==> src/design/vfc_pkg.sv <==
`default_nettype none
package vfc_pkg;

   localparam int GRID_DEFAULT = 16;
   localparam int COORD_W      = 4;
   localparam int MAT_W        = 8;
   localparam int VERT_W       = 5;
   localparam int FACES        = 6;

   localparam logic MODE_WRITE = 1'b0;
   localparam logic MODE_QUERY = 1'b1;

   localparam logic [2:0] FACE_FRONT  = 3'd0;
   localparam logic [2:0] FACE_BACK   = 3'd1;
   localparam logic [2:0] FACE_LEFT   = 3'd2;
   localparam logic [2:0] FACE_RIGHT  = 3'd3;
   localparam logic [2:0] FACE_TOP    = 3'd4;
   localparam logic [2:0] FACE_BOTTOM = 3'd5;

   typedef enum logic [1:0] {
      ST_CLEAR,
      ST_IDLE,
      ST_READ,
      ST_EMIT
   } state_type;

   typedef struct packed {
      logic [4:0] vertex_x;
      logic [4:0] vertex_y;
      logic [4:0] vertex_z;
      logic [1:0] normal_x;
      logic [1:0] normal_y;
      logic [1:0] normal_z;
      logic [7:0] red;
      logic [7:0] green;
      logic [7:0] blue;
      logic [2:0] face;
      logic       last;
   } vertex_type;

   // Neighbor step per face as 2-bit two's complement {dx, dy, dz}.
   function automatic logic [5:0] nbr_delta(input logic [2:0] face);
      logic [5:0] d;
      d = 6'b00_00_00;
      case (face)
         FACE_FRONT:  d = 6'b00_00_01;
         FACE_BACK:   d = 6'b00_00_11;
         FACE_LEFT:   d = 6'b11_00_00;
         FACE_RIGHT:  d = 6'b01_00_00;
         FACE_TOP:    d = 6'b00_01_00;
         FACE_BOTTOM: d = 6'b00_11_00;
         default:     d = 6'b00_00_00;
      endcase
      return d;
   endfunction

   // Face normal equals the neighbor step.
   function automatic logic [5:0] face_normal(input logic [2:0] face);
      return nbr_delta(face);
   endfunction

   // Corner offset {dx, dy, dz_back}: dz_back set means z - 1.
   function automatic logic [2:0] corner_ofs(input logic [2:0] face, input logic [1:0] corner);
      logic [11:0] row;
      row = 12'h000;
      case (face)
         FACE_FRONT:  row = {3'b010, 3'b110, 3'b100, 3'b000};
         FACE_BACK:   row = {3'b101, 3'b111, 3'b011, 3'b001};
         FACE_LEFT:   row = {3'b001, 3'b011, 3'b010, 3'b000};
         FACE_RIGHT:  row = {3'b110, 3'b111, 3'b101, 3'b100};
         FACE_TOP:    row = {3'b011, 3'b111, 3'b110, 3'b010};
         FACE_BOTTOM: row = {3'b100, 3'b101, 3'b001, 3'b000};
         default:     row = 12'h000;
      endcase
      return row[3*corner +: 3];
   endfunction

   // Color {red, green, blue} per material; unknown codes are black.
   function automatic logic [23:0] mat_color(input logic [7:0] code);
      logic [23:0] c;
      c = 24'h000000;
      case (code)
         8'd1:    c = {8'd13,  8'd128, 8'd13};
         8'd2:    c = {8'd191, 8'd64,  8'd13};
         8'd3:    c = {8'd77,  8'd102, 8'd255};
         default: c = 24'h000000;
      endcase
      return c;
   endfunction

endpackage
`default_nettype wire

==> src/design/vfc_vertex.sv <==
`default_nettype none
module vfc_vertex (
   input  wire logic [3:0]        x,
   input  wire logic [3:0]        y,
   input  wire logic [3:0]        z,
   input  wire logic [2:0]        face,
   input  wire logic [1:0]        corner,
   input  wire logic [7:0]        code,
   input  wire logic [5:0]        exposed,
   output vfc_pkg::vertex_type    vert
);

   logic [2:0]  ofs;
   logic [5:0]  nrm;
   logic [23:0] color;
   logic [5:0]  later;

   always_comb begin
      ofs   = vfc_pkg::corner_ofs(face, corner);
      nrm   = vfc_pkg::face_normal(face);
      color = vfc_pkg::mat_color(code);
      later = exposed >> (face + 3'd1);

      vert.vertex_x = {1'b0, x} + {4'b0, ofs[2]};
      vert.vertex_y = {1'b0, y} + {4'b0, ofs[1]};
      vert.vertex_z = {1'b0, z} + {5{ofs[0]}};
      vert.normal_x = nrm[5:4];
      vert.normal_y = nrm[3:2];
      vert.normal_z = nrm[1:0];
      vert.red      = color[23:16];
      vert.green    = color[15:8];
      vert.blue     = color[7:0];
      vert.face     = face;
      // last vertex of the last exposed face closes the run
      vert.last     = (corner == 2'd3) && (later == 6'b0);
   end

endmodule
`default_nettype wire

==> config.mk <==
export PLATFORM = sky130hd
export DESIGN_NAME = vfc_vertex
export DESIGN_NICKNAME = d
export VERILOG_FILES = /design/src/design/vfc_pkg.sv /design/src/design/vfc_vertex.sv
export SDC_FILE = /design/constraint.sdc
export NUM_CORES = 1
export LEC_CHECK = 0
export BUFFER_PORTS_ARGS = -buffer_cell sky130_fd_sc_hd__buf_4
export CORE_ASPECT_RATIO = 0.9
export CORE_MARGIN = 4
export CORE_UTILIZATION = 35
export DETAILED_ROUTE_END_ITERATION = 8
export GPL_TIMING_DRIVEN = 0
export PLACE_DENSITY = 0.87
export SKIP_LAST_GASP = 1
export SLEW_MARGIN = 20
export SYNTH_ARGS = -nofsm -noshare
export SYNTH_HDL_FRONTEND = slang
export SYNTH_SLANG_ARGS = --single-unit
==> constraint.sdc <==
create_clock -name vclk -period 11.7
set_input_delay 2.34 -clock vclk [all_inputs]
set_output_delay 2.34 -clock vclk [all_outputs]
set_load 0.03 [all_outputs]
==> flow_metrics.py <==
metrics = {
    "run_status": {
        "outcome": "finished, final reports clean",
    },
    "critical_path": {
        "critical_path.top_delay_family": "buffers and inverters",
        "worstSetupEndpointType": "output pin",
        "worstPathCellList": "buf_4, inv_1, ha_1, or2_0, mux4_2, a2bb2oi_4, inv_1, ha_1, inv_1, fa_1, inv_1, a21o_2, a21oi_1, xor2_1, buf_4",
        "critPathArrivalTime_ps": 5130,
        "path_max_fanout": 6,
        "cpPeakStageDelay_ps": 510,
        "path_common_cell": "inv_1",
        "critPathKind": "in -> out",
        "crit_path_top_delay_cell": "mux4_2",
        "cp.required_ps": 9360,
        "cp.buffers_inverters": 6,
        "critical_path.startpoint_type": "input pin",
    },
    "synthesis": {
        "syn_area_um2": 878,
        "avgSynthCellArea_um2": 8.13,
        "ys_types": 37,
        "yosysWarningCount": 0,
        "yosysTopAreaCellShare": 0.271,
        "synth_area_leaders": "ha_1, buf_4, inv_1, a21oi_1, xnor2_1",
        "synth.most_common_cell": "buf_4",
        "synthCells": 108,
        "synth_top_cell_by_area": "ha_1",
        "synth.yosys.seq_area_share": 0,
        "netlist_top_cells_count": "buf_4, ha_1, inv_1",
    },
    "place": {
        "port_buffers": 75,
        "dpl.hpwl_um": 2410,
        "gp_congestion": 0.835,
        "dp_cells": 212,
        "pre_cts_slack_ps": 4200,
    },
    "finish": {
        "synthToLayoutAreaGrowth_pct": 68.8,
        "area.sequential_um2": 0,
        "fin_cells": 212,
        "clock_buffers": 0,
        "post-route-util": 0.650,
        "antenna_cells": 0,
        "layout.nets": 238,
        "nFlopsAndLatches": 0,
        "drive_above_1_share": 0.568,
    },
    "drt": {
        "drt-pass1-iter-count": 2,
        "dr_total_vias": 970,
        "vias_per_cell": 4.58,
        "wire_per_inst_um": 12.2,
        "routed_wl_um": 2580,
        "drt-initial-drc-count": 18,
        "remaining_drc_errors": 0,
        "ant_nets": 0,
    },
    "pwr": {
        "leakage_uw": 0.000896,
        "power_uw": 73.6,
        "power_density_mw_per_mm2": 49.6,
        "ir_worst_vdd_uv": 50.4,
    },
    "die": {
        "fp-row-count": 16,
        "die_area_mm2": 0.00338,
        "die_w_um": 60.8,
        "core-area_mm2": 0.00228,
        "fp.dieH_um": 55.5,
        "start_util": 0.385,
        "num_io_pins": 80,
    },
    "sta": {
        "setup_viol_count_final": 0,
        "tns_ps": 0,
        "fin_crit_ps": 7470,
        "setup_slack_ps": 4230,
        "clock.fmax_mhz": 134,
        "final_max_slew_viol_count": 0,
        "final.period_utilization": 0.638,
        "rsz0062_at_grt": "false",
        "finalHoldViolations": 0,
    },
    "global_routing": {
        "grtUsageTotal": 0.144,
        "antenna_found_initial": 0,
        "grt_pass1_wl_um": 4050,
        "grt_overflow": 0,
        "grt_max_degree": 11,
        "grt_pass1_vias": 945,
    },
    "hold_path": {
        "min_path_type": "in -> out",
    },
    "cts": {
        "hold_buffers": 0,
        "postCtsSetupRepairBufs": 0,
        "cts.repair.resized": 0,
    },
    "run": {
        "drv_cap": 0,
    },
}
-- stage by stage --
step	hold WS, ps	cell area [um2]
after floorplan	4790	886
after global placement	4980	1480
after detailed placement	4990	1480
after CTS	4990	1480
after global routing	5010	1480
final	4990	1480
-- routing by layer --
metal | GRT usage | up-vias | wire length [um]
met5 | 0 | - | 0
met1 | 0.157 | 424 | 945
li1 | - | 501 | -
met3 | 0.00932 | 0 | 229
met2 | 0.302 | 45 | 1410
met4 | 0 | 0 | 0
-- worst paths after layout --
kind / start / to / cells past startpoint
worst max-delay path: face[1] / vert[38] / 15
worst min-delay path: x[2] / vert[46] / 3
-- layout by cell type, fill, tap and decap left out, types with 2 or more instances in the layout --
cell	count
a21oi_1	7
a31oi_1	2
and2b_2	2
and3_1	3
buf_4	97
buf_6	2
conb_1	3
ha_1	19
inv_1	10
nand2_1	2
nand3_1	3
nor2_1	3
o21a_1	3
xnor2_1	4
xor2_1	3
-- layout make-up --
cell class | count | area, um2
buffer | 24 | 188
fill | 202 | 800
inverter | 10 | 37.5
multi-input combinational | 76 | 661
tap | 27 | 33.8
timing repair buffer | 75 | 563
-- report_power, final --
group | leakage (uW) | switching (uW) | total [uW] | internal [uW]
logic | 0.000896 | 41.1 | 73.6 | 32.5
clock network | 0 | 0 | 0 | 0
registers | 0 | 0 | 0 | 0
total | 0.000896 | 41.1 | 73.6 | 32.5
-- cell families (layout without fill, tap and decap cells) --
| kind of cell | after synthesis | count (layout) | share of synthesized area |
|---|---|---|---|
| other | 1 | 3 | 0.00427 |
| AOI/OAI and AO/OA | 22 | 22 | 0.189 |
| buffers and inverters | 34 | 109 | 0.256 |
| and+or+nand+nor | 22 | 22 | 0.150 |
| adders and majority gates | 20 | 20 | 0.293 |
| xor gates and xnor gates | 7 | 7 | 0.0698 |
| muxes | 2 | 2 | 0.0370 |
(Power assumes the default switching activity.)
